[config.mk]
export PLATFORM = sky130hd
export DESIGN_NAME = segment_placement_allocator_top
export DESIGN_NICKNAME = d
export VERILOG_FILES = /design/src/rtl/spa_pkg.sv /design/src/rtl/segment_placement_allocator_top.sv
export SDC_FILE = /design/constraint.sdc
export NUM_CORES = 2
export LEC_CHECK = 0
export BUFFER_PORTS_ARGS = -buffer_cell sky130_fd_sc_hd__buf_2
export CAP_MARGIN = 0
export CORE_MARGIN = 4
export CORE_UTILIZATION = 65
export DETAILED_ROUTE_END_ITERATION = 7
export GPL_ROUTABILITY_DRIVEN = 1
export HOLD_SLACK_MARGIN = 0.1
export PLACE_DENSITY_LB_ADDON = 0.15
export SYNTH_ARGS = -nofsm -noshare
export SYNTH_HDL_FRONTEND = slang
export SYNTH_SLANG_ARGS = --single-unit
[constraint.sdc]
create_clock -name clock -period 13.75 [get_ports clock]
set_input_delay 2.0625 -clock clock [delete_from_list [all_inputs] [get_ports clock]]
set_output_delay 2.0625 -clock clock [all_outputs]
set_load 0.01 [all_outputs]
[src/rtl/spa_pkg.sv]
// Package: shared constants, payload structs and codes for the segment allocator.
`default_nettype none
package spa_pkg;
   localparam int MaxSegments = 64;
   localparam int AddrBits    = 16;
   localparam int IdxBits     = $clog2(MaxSegments);
   localparam int CntBits     = $clog2(MaxSegments + 1);
   localparam int LimBits     = AddrBits + 1;
   localparam int EndBits     = AddrBits + 2;

   typedef enum logic [1:0] {
      ST_OK        = 2'd0,
      ST_NO_SPACE  = 2'd1,
      ST_FULL      = 2'd2,
      ST_NOT_FOUND = 2'd3
   } status_type;

   localparam logic CMD_ALLOC = 1'b0;
   localparam logic CMD_FREE  = 1'b1;

   localparam logic [1:0] REG_FIT_MODE = 2'd0;
   localparam logic [1:0] REG_MEM_SIZE = 2'd1;

   typedef struct packed {
      logic                cmd;
      logic [AddrBits-1:0] seg_size;
      logic [AddrBits-1:0] seg_base;
   } req_type;

   typedef struct packed {
      logic [1:0]          status;
      logic [AddrBits-1:0] alloc_base;
      logic [6:0]          used_count;
   } rsp_type;
endpackage
`default_nettype wire

[src/rtl/segment_placement_allocator_top.sv]
// Top level: segment table in two synchronous memories, scanned and shifted by a sequencer.
//
//  channel | direction | handshake            | payload
//  req     | in        | req_start / req_busy | req_item (req_type)
//  rsp     | out       | rsp_strobe           | rsp_item (rsp_type)
//  csr     | in        | APB psel/penable     | fit_mode, memory_size
//
// An allocate scans the table to decide, then, if there is room, moves the entries above
// the new one up one at a time and writes it; a free scans for the base and, on a hit, moves
// the entries above it down one at a time; each command then shows its result.
// Each table memory has a single read port, so the scan reads one entry per cycle.
// Reset: synchronous, clears count, sequencer and fit mode, sets memory size to 65536; tables stay uninitialised.
// busy is high from the cycle after acceptance through the strobe cycle.
// The receiver cannot stall; the result is shown for one cycle.
`default_nettype none
module segment_placement_allocator_top
   import spa_pkg::*;
(
   input  wire logic        clock,
   input  wire logic        reset,
   input  wire logic        req_start,
   output logic             req_busy,
   input  wire req_type     req_item,
   output logic             rsp_strobe,
   output rsp_type          rsp_item,
   input  wire logic        csr_psel,
   input  wire logic        csr_penable,
   input  wire logic        csr_pwrite,
   input  wire logic [2:0]  csr_paddr,
   input  wire logic [31:0] csr_pwdata,
   output logic [31:0]      csr_prdata,
   output logic             csr_pready
);
   typedef enum logic [6:0] {
      S_IDLE  = 7'b0000001,
      S_SCAN  = 7'b0000010,
      S_SWAIT = 7'b0000100,
      S_DEC   = 7'b0001000,
      S_SHIFT = 7'b0010000,
      S_SWR   = 7'b0100000,
      S_DONE  = 7'b1000000
   } state_type;

   state_type           state_ff, state_in;
   logic                fit_ff;
   logic [LimBits-1:0]  msize_ff;
   logic [CntBits-1:0]  count_ff, count_in;
   req_type             req_ff;
   logic [CntBits-1:0]  ptr_ff, ptr_in;     // read pointer during scan/shift
   logic                rvld_ff;            // read data valid this cycle
   logic [CntBits-1:0]  ridx_ff;            // index of the data now on rd
   logic [EndBits-1:0]  prev_end_ff, prev_end_in;
   logic                have_ff, have_in;
   logic [EndBits-1:0]  best_gap_ff, best_gap_in;
   logic [EndBits-1:0]  best_base_ff, best_base_in;
   logic                stop_ff, stop_in;   // first fit found, or free hit
   logic [CntBits-1:0]  pos_ff, pos_in;     // free hit index
   logic                posv_ff, posv_in;
   logic [1:0]          status_ff, status_in;
   logic [AddrBits-1:0] base_ff, base_in;
   logic [AddrBits-1:0] nbase_ff, nbase_in; // entry to write
   logic [AddrBits-1:0] nsize_ff, nsize_in;
   logic [CntBits-1:0]  wpos_ff, wpos_in;   // next write slot during shift

   logic [AddrBits-1:0] base_mem [MaxSegments];
   logic [AddrBits-1:0] size_mem [MaxSegments];
   logic [AddrBits-1:0] rd_base, rd_size;
   logic                mem_we;
   logic [IdxBits-1:0]  mem_wa, mem_ra;
   logic [AddrBits-1:0] mem_wb, mem_ws;

   always_ff @(posedge clock) begin
      if (mem_we) begin
         base_mem[mem_wa] <= mem_wb;
         size_mem[mem_wa] <= mem_ws;
      end
      rd_base <= base_mem[mem_ra];
      rd_size <= size_mem[mem_ra];
   end

   logic csr_wr;
   assign csr_pready = 1'b1;
   assign csr_wr = csr_psel && csr_penable && csr_pwrite;
   always_comb begin
      csr_prdata = '0;
      if (csr_paddr[2] == REG_MEM_SIZE[0]) csr_prdata[LimBits-1:0] = msize_ff;
      else csr_prdata[0] = fit_ff;
   end

   logic accept;
   assign accept   = req_start && !req_busy;
   assign req_busy = (state_ff != S_IDLE);

   logic [EndBits-1:0] limit, rd_end, gap, sz_ext, tail;
   assign limit  = (msize_ff > LimBits'(1 << AddrBits)) ?
                   EndBits'(1 << AddrBits) : EndBits'(msize_ff);
   assign rd_end = EndBits'(rd_base) + EndBits'(rd_size);
   assign gap    = EndBits'(rd_base) - prev_end_ff;
   assign sz_ext = EndBits'(req_ff.seg_size);
   assign tail   = prev_end_ff;

   logic is_alloc;
   assign is_alloc = (req_ff.cmd == CMD_ALLOC);

   always_comb begin
      state_in     = state_ff;
      count_in     = count_ff;
      ptr_in       = ptr_ff;
      prev_end_in  = prev_end_ff;
      have_in      = have_ff;
      best_gap_in  = best_gap_ff;
      best_base_in = best_base_ff;
      stop_in      = stop_ff;
      pos_in       = pos_ff;
      posv_in      = posv_ff;
      status_in    = status_ff;
      base_in      = base_ff;
      nbase_in     = nbase_ff;
      nsize_in     = nsize_ff;
      wpos_in      = wpos_ff;
      mem_we       = 1'b0;
      mem_wa       = wpos_ff[IdxBits-1:0];
      mem_wb       = nbase_ff;
      mem_ws       = nsize_ff;
      mem_ra       = ptr_ff[IdxBits-1:0];
      unique case (state_ff)
         S_IDLE: begin
            if (accept) begin
               state_in = S_SCAN;
               ptr_in   = '0;
               have_in  = 1'b0;
               stop_in  = 1'b0;
               posv_in  = 1'b0;
               status_in = ST_OK;
               base_in  = '0;
            end
         end
         S_SCAN: begin
            // issue reads 0..count-1, unless stopped
            if (rvld_ff) begin
               if (is_alloc) begin
                  if (ridx_ff != '0 && EndBits'(rd_base) > prev_end_ff &&
                      gap >= sz_ext && !stop_ff) begin
                     if (!have_ff || gap < best_gap_ff) begin
                        have_in      = 1'b1;
                        best_gap_in  = gap;
                        best_base_in = prev_end_ff;
                     end
                     if (!fit_ff) stop_in = 1'b1;
                  end
                  prev_end_in = rd_end;
               end else if (!stop_ff && rd_base == req_ff.seg_base) begin
                  stop_in = 1'b1;
                  pos_in  = ridx_ff;
               end
            end
            if (ptr_ff < count_ff && !stop_in) ptr_in = ptr_ff + 1'b1;
            else state_in = S_SWAIT;
         end
         S_SWAIT: begin
            if (!rvld_ff) state_in = S_DEC;
         end
         S_DEC: begin
            state_in = S_DONE;
            if (is_alloc) begin
               if (count_ff >= CntBits'(MaxSegments)) status_in = ST_FULL;
               else if (req_ff.seg_size == '0) status_in = ST_NO_SPACE;
               else if (count_ff == '0) begin
                  if (sz_ext <= limit) begin
                     nbase_in = '0; nsize_in = req_ff.seg_size;
                     mem_we = 1'b1; mem_wa = '0;
                     mem_wb = '0; mem_ws = req_ff.seg_size;
                     count_in = count_ff + 1'b1;
                  end else status_in = ST_NO_SPACE;
               end else begin
                  if (have_ff && best_base_ff + sz_ext <= limit)
                     base_in = best_base_ff[AddrBits-1:0];
                  else if (tail + sz_ext <= limit)
                     base_in = tail[AddrBits-1:0];
                  else status_in = ST_NO_SPACE;
                  if (!(have_ff && best_base_ff + sz_ext <= limit) &&
                      !(tail + sz_ext <= limit)) begin
                     state_in = S_DONE;
                  end else begin
                     // shift entries from the top down to make room
                     state_in = S_SHIFT;
                     nbase_in = '0;
                     nsize_in = req_ff.seg_size;
                     ptr_in   = count_ff - 1'b1;
                     wpos_in  = count_ff;
                  end
               end
            end else begin
               if (!stop_ff) status_in = ST_NOT_FOUND;
               else begin
                  state_in = S_SHIFT;
                  ptr_in   = pos_ff + 1'b1;
                  wpos_in  = pos_ff;
               end
            end
         end
         S_SHIFT: begin
            state_in = S_SWR;
         end
         S_SWR: begin
            // rd holds entry read from ptr
            if (is_alloc) begin
               if (!posv_ff && rd_base > base_ff) begin
                  mem_we = 1'b1; mem_wa = wpos_ff[IdxBits-1:0];
                  mem_wb = rd_base; mem_ws = rd_size;
                  wpos_in = wpos_ff - 1'b1;
                  if (ptr_ff == '0) begin
                     posv_in = 1'b1;
                     state_in = S_SWR;
                  end else begin
                     ptr_in = ptr_ff - 1'b1;
                     state_in = S_SHIFT;
                  end
               end else begin
                  mem_we = 1'b1; mem_wa = wpos_ff[IdxBits-1:0];
                  mem_wb = base_ff; mem_ws = req_ff.seg_size;
                  count_in = count_ff + 1'b1;
                  state_in = S_DONE;
               end
            end else begin
               if (ptr_ff >= count_ff) begin
                  count_in = count_ff - 1'b1;
                  state_in = S_DONE;
               end else begin
                  mem_we = 1'b1; mem_wa = wpos_ff[IdxBits-1:0];
                  mem_wb = rd_base; mem_ws = rd_size;
                  wpos_in = wpos_ff + 1'b1;
                  ptr_in = ptr_ff + 1'b1;
                  state_in = S_SHIFT;
               end
            end
         end
         S_DONE: begin
            state_in = S_IDLE;
         end
         default: state_in = S_IDLE;
      endcase
   end

   always_ff @(posedge clock) begin
      if (reset) begin
         state_ff <= S_IDLE;
         count_ff <= '0;
         fit_ff   <= 1'b0;
         msize_ff <= LimBits'(65536);
         rvld_ff  <= 1'b0;
      end else begin
         state_ff <= state_in;
         count_ff <= count_in;
         rvld_ff  <= (state_ff == S_SCAN) && (ptr_ff < count_ff) && !stop_in;
         if (csr_wr && csr_paddr[2:1] == '0) begin
            if (csr_paddr[2] == REG_FIT_MODE[0]) fit_ff <= csr_pwdata[0];
         end
         if (csr_wr && csr_paddr[2] == REG_MEM_SIZE[0])
            msize_ff <= csr_pwdata[LimBits-1:0];
      end
   end

   always_ff @(posedge clock) begin
      if (accept) req_ff <= req_item;
      ridx_ff      <= ptr_ff;
      ptr_ff       <= ptr_in;
      prev_end_ff  <= (state_ff == S_IDLE) ? '0 : prev_end_in;
      have_ff      <= have_in;
      best_gap_ff  <= best_gap_in;
      best_base_ff <= best_base_in;
      stop_ff      <= stop_in;
      pos_ff       <= pos_in;
      posv_ff      <= posv_in;
      status_ff    <= status_in;
      base_ff      <= base_in;
      nbase_ff     <= nbase_in;
      nsize_ff     <= nsize_in;
      wpos_ff      <= wpos_in;
   end

   assign rsp_strobe          = (state_ff == S_DONE);
   assign rsp_item.status     = status_ff;
   assign rsp_item.alloc_base = (status_ff == ST_OK && is_alloc) ? base_ff : '0;
   assign rsp_item.used_count = 7'(count_ff);

   a_count_range: assert property (@(posedge clock) disable iff (reset)
      count_ff <= CntBits'(MaxSegments)) else $error("count overflow");
   a_busy_strobe: assert property (@(posedge clock) disable iff (reset)
      rsp_strobe |-> req_busy) else $error("strobe while idle");
   a_count_step: assert property (@(posedge clock) disable iff (reset)
      !$stable(count_ff) |-> rsp_strobe)
      else $error("count changed outside item");
endmodule
`default_nettype wire

# Yosys cells after proc, flatten, opt, wreduce, memory -nomap -nowiden
# Memory sizes are Yosys's and may differ from the RTL's. A register that Yosys moved wholly into a read port is not among the register bits.
# Index checks and enable logic that the tools add are counted.
# classes
n_addsub,11
n_lt_le_gt_ge,11
eq_ne,42
muxes,124
bitwise,4
reduce_logical,49
# ops
cell,count
$mux W16,29
$mux W7,41
$pmux W16 S2,3
$mux W6,7
$pmux W7 S6,1
$add A18 B16 Y18,2
$le A18 B17 Y1,2
$ne A2 B2 Y1 const B,18
$ne A3 B3 Y1 const B,12
$add A7 B1 Y7 const B,4
$pmux W7 S2,2
$pmux W7 S4,1
$mux W1,25
$sub A7 B1 Y7 const B,3
$ge A18 B16 Y1,1
$gt A16 B18 Y1,1
$lt A18 B18 Y1,1
$mux W2,9
$ne A6 B6 Y1 const B,3
$sub A16 B18 Y18,1
$add A16 B16 Y17,1
$gt A17 B17 Y1 const B,1
$le A16 B17 Y1,1
$mux W17,1
33 further kinds,71
# word_totals
reg_bits,201
ram_bits,2048
input_bits,74
out_inout_bits,60
wordCells,265
mem_count,2
# mem_list
memory,depth,width,rd,rd_ports_with_merged_regs,write_ports,line,text
base_mem,64,16,1,1,1,segment_placement_allocator_top.sv:65,logic [AddrBits-1:0] base_mem [MaxSegments];
size_mem,64,16,1,1,1,segment_placement_allocator_top.sv:66,logic [AddrBits-1:0] size_mem [MaxSegments];

# Longest topological paths before layout
# logic_depth
ltp_word,12
depth_mapped,21
mapped_depth_nobuf,20

# Worst setup path before layout
# No wires, ideal clock.
# synth_timing
kind,flip-flop to flip-flop
from,reg req_ff[16] (netlist bit)
to,"reg nbase_ff[0], enable pin"
setup_ns,0.432
t_arrival_ns,5.470
slack_ns,7.848
path_stages_with_launch,20
cell_sequence,edfxtp_1 -> ha_1 -> inv_1 -> fa_1 -> nor2b_1 -> o21ai_0 -> a21oi_1 -> o21a_1 -> a211oi_1 -> o31ai_1 -> a21oi_1 -> xnor2_1 -> ha_1 -> nand4_1 -> or4_1 -> or2_2 -> o41ai_1 -> o311a_1 -> o21ba_2 -> a21oi_1
# synth_between
elab_chain_cells,7
word_cells_on_any_way,12
classes_between,2 x add/sub; 2 x order compare; 1 x eq/ne; 1 x bitwise; 6 x reduce/logical
# synth_lines
item,line,text
start: declaration,segment_placement_allocator_top.sv:48,req_type req_ff;
start signal: assignment,segment_placement_allocator_top.sv:265,if (accept) req_ff <= req_item;
$add A18 B16 Y18,segment_placement_allocator_top.sv:181,if (!(have_ff && best_base_ff + sz_ext <= limit) &&
$le A18 B17 Y1,segment_placement_allocator_top.sv:181,
$logic_and A1 B1 Y1,segment_placement_allocator_top.sv:181,
$logic_not A1 Y1,segment_placement_allocator_top.sv:181,
$logic_and A1 B1 Y1,segment_placement_allocator_top.sv:181,
$ne A2 B2 Y1 (no line),n/a,
$reduce_and A5 Y1 (no line) (*),n/a,
end signal: assignment,segment_placement_allocator_top.sv:277,nbase_ff <= nbase_in;
end: declaration,segment_placement_allocator_top.sv:61,"logic [AddrBits-1:0] nbase_ff, nbase_in;"
# Every way passes the cells marked *; elsewhere a longest branch is shown, timed or not.
# A chain may end at the register's enable or synchronous reset.

# Worst setup path after layout
# layout_timing
from,reg req_ff[17] (netlist bit)
to,"reg base_ff[6], enable pin"
# layout_between
elab_chain_cells,5
word_cells_on_any_way,9
classes_between,2 x add/sub; 2 x order compare; 2 x eq/ne; 3 x reduce/logical
# layout_lines
item,line,text
$add A18 B16 Y18,segment_placement_allocator_top.sv:176,if (have_ff && best_base_ff + sz_ext <= limit)
$le A18 B17 Y1,segment_placement_allocator_top.sv:176,
$logic_and A1 B1 Y1,segment_placement_allocator_top.sv:176,
$ne A3 B3 Y1 (no line),n/a,
$reduce_and A7 Y1 (no line) (*),n/a,
end signal: assignment,segment_placement_allocator_top.sv:276,base_ff <= base_in;
end: declaration,segment_placement_allocator_top.sv:60,"logic [AddrBits-1:0] base_ff, base_in;"
# Marked as above.

==> summary.txt <==
Status = finished, final reports clean
CTS Buffer Depth = 3
Layout area overhead = 11.3%
Final Cycle Share = 51.1%
Port Buffers = 101
Fin crit period = 7.03 ns
Worst-Skew Late Latency = 0.85 ns
Worst Hold Class = reg2reg
Post-synthesis register bit count = 2278
Filler Cells Inserted = 7948
Vias = 47772
Worst-Margin Slew = 1.24 ns
Compound-Gate Fraction of Synth Area = 2.81%
Placed cell area = 0.0964 mm2
Post-Synthesis Cells = 4601
Post-Synth Simple-Gate Area = 3.11%
Setup Viol. Count Final = 0
Most frequent cells in the layout = 2188 x edfxtp_1, 672 x mux4_2, 217 x clkbuf_16, 180 x ha_1, 167 x nand2_1
Critical Path Start = req_ff[17]
CTS tree = done
Initial Utilization = 65.5%
CP required = 14.17 ns
Final hold vios = 0
Largest net degree at the start of global routing = 127
Tot GR Track Use = 31.6%
Global-route wire length before repair = 335000 um
Max H-tree Level = 4
Dpl hpwl = 127000 um
Async SR Flop Fraction = 0%
Final Cell Area = 0.103 mm2
Hold buffers post-CTS = 0
Syn Area/Cell = 20.2 um2
Worst setup SP type = flop
Number of placement rows = 138
Post-CTS setup buffers = 0
Pleak = 0.0329 uW
Reg2reg path depth = 19
Root buffer cell = clkbuf_16
Hold wc startpoint = ridx_ff[3]
Vias in the first global route = 48146
Adder-Cell Fraction of Synth Area = 2.53%
Synth Cell Area = 0.0928 mm2
Fmax = 142 MHz
Num CTS Buffers = 217
Slew margin rel. = 17.5%
Antenna-violating nets left = 0
Max Cap Viol = 0
Setup slack, reg-to-reg = 6.72 ns
Avg WL per Cell = 33.3 um
IO Pins = 134
Post-synthesis sequential area ratio = 72.7%
Placeable Area = 0.142 mm2
Iteration-0 DRC Markers = 6470
Synth Warn # = 0
Unrepaired setup endpoints after global routing = no
Post-DR vias/cell = 6.91
Clk pin slew, worst setup/hold paths = 0.06 ns
Initial DRT Pass Iterations = 8
Post-synth EDFFs = 2188
Most common cell after layout, fill and taps aside = edfxtp_1
Post-Synth XOR/XNOR Area = 0.887%
Synth Flop Type = edfxtp_1
WHS Path Cells = 0
Die Ht = 386 um
# resized after CTS = 0
Layout cells sized above 1 = 26.0%
Mux contribution to synthesized area = 16.4%
Initial antenna violation count = 7
Final Skew = 0.0654 ns
Worst vdd ir = 127 uV
Setup TNS = 0 ns
Worst r2r src = req_ff[17]
Pwr Density = 155 mW/mm2
DRT Wirelength = 230000 um
Crit-path max FO = 32
Routability congestion estimate from global placement = 0.921
Nets@finish = 5098
Crit Path Category = reg2reg
Total grt overflow = 0
Die W = 386 um
Clk sinks = 2278
Max Slew Vio Count = 0
Largest family of logic cells by synthesized area = multiplexers
Yosys cell types = 77
Crit end category = flop
WP data arrival = 7.45 ns
Die ar. = 0.149 mm2
Post-route DRC violation count = 0
## sequential cells by signal, indices dropped and copies added (netlist names), 16 cells and up
register      cells
rd_size          16
base_ff          16
req_ff           33
base_mem       1024
nbase_ff         16
msize_ff         17
best_gap_ff      18
best_base_ff     17
nsize_ff         16
prev_end_ff      17
rd_base          16
size_mem       1024
## power breakdown
group	total, uW	internal (uW)	switching (uW)
Combinational	2450	1130	1320
Sequential	7710	7580	123
Clock	5850	3270	2580
Total	16000	12000	4030
## cell usage after synthesis, drive strengths merged (5+ instances only)
cell | instances | share of area [%]
a211o | 6 | 0.057
a211oi | 13 | 0.11
a21o | 28 | 0.23
a21oi | 135 | 0.74
a222oi | 17 | 0.18
a22oi | 20 | 0.16
a31oi | 12 | 0.088
and2 | 49 | 0.33
and3 | 12 | 0.081
buf | 58 | 0.30
clkbuf | 164 | 0.66
dfxtp | 90 | 1.9
edfxtp | 2188 | 71
fa | 5 | 0.11
ha | 180 | 2.4
inv | 122 | 0.49
mux2i | 9 | 0.097
mux4 | 672 | 16
nand2 | 180 | 0.73
nand2b | 13 | 0.088
nand3 | 46 | 0.25
nand4 | 16 | 0.11
nor2 | 172 | 0.70
nor2b | 19 | 0.13
nor3 | 33 | 0.18
nor4 | 14 | 0.094
o2111ai | 5 | 0.047
o211ai | 11 | 0.089
o21a | 22 | 0.18
o21ai | 83 | 0.45
o21bai | 9 | 0.073
o221ai | 5 | 0.047
or2 | 10 | 0.067
or3 | 15 | 0.10
or3b | 6 | 0.057
xnor2 | 72 | 0.68
xor2 | 22 | 0.21
## logic make-up (layout without fill, tap and decap cells)
logic type      count (synthesis)  count (layout)
compound gates                404             404
mux                           684             684
other cells                     2              18
simple gates                  606             606
fa+ha+maj                     185             185
buf+inv                       348             757
flops                        2278            2278
xor+xnor                       94              94
## through the flow
step / hold WS, ns / utilization, % / instances / setup slack [ns] / power, uW
2_1_floorplan: 0.372 / - / 4615 / 7.85 / 9520
4_1_cts: 0.428 / 72.9 / 6914 / 6.77 / 16100
5_1_grt: 0.445 / 72.9 / 6914 / 6.43 / 16600
6_report: 0.432 / 72.9 / 6916 / 6.72 / 16000
3_5_place_dp: 0.414 / 68.0 / 6510 / 6.87 / 10300
3_3_place_gp: 0.414 / 68.0 / 6510 / 6.93 / 10200
## worst paths after layout
| kind | end |
|---|---|
| setup / recovery | base_ff[6] |
| hold / removal | pos_ff[3] |
| setup reg to reg | base_ff[6] |
| hold reg to reg | pos_ff[3] |
## worst max-delay path, cell delays in order, from the launching register on
cell and delay [ns]:
edfxtp_1 0.60, inv_1 0.26, fa_1 0.51, nor2b_1 0.12, o21ai_0 0.10, a21oi_1 0.27, o21a_1 0.25, a211oi_1 0.12
o31ai_1 0.24, a21oi_1 0.11, xnor2_1 0.15, ha_1 0.30, nand4_1 0.14, or4_1 0.56, or2_2 0.33, o41ai_1 0.09
o311a_1 1.06, o21ba_2 0.31, or3b_2 0.47, nand2_1 0.64
## per-layer routing
| layer | vias up | global-route usage, % | share of wire [%] |
|---|---|---|---|
| met5 | - | 0 | 0.014 |
| met4 | 4 | 8.95 | 2.9 |
| met3 | 421 | 5.87 | 10 |
| met2 | 2923 | 51.2 | 50 |
| met1 | 24981 | 45.2 | 37 |
| li1 | 19443 | - | - |
## area by class of cell
class                   instances  area, um2  area share (%)
multi-input cells            1989      24500            23.7
clock buffers                 279       5720            5.54
repair buffers                227       1530            1.48
inverters                     126        473           0.458
diodes                          2       5.00         0.00484
well taps                    1890       2360            2.29
flip-flops and latches       2278      67500            65.3
clock inverters               125       1220            1.18
Power figures use the tool's default switching activity.
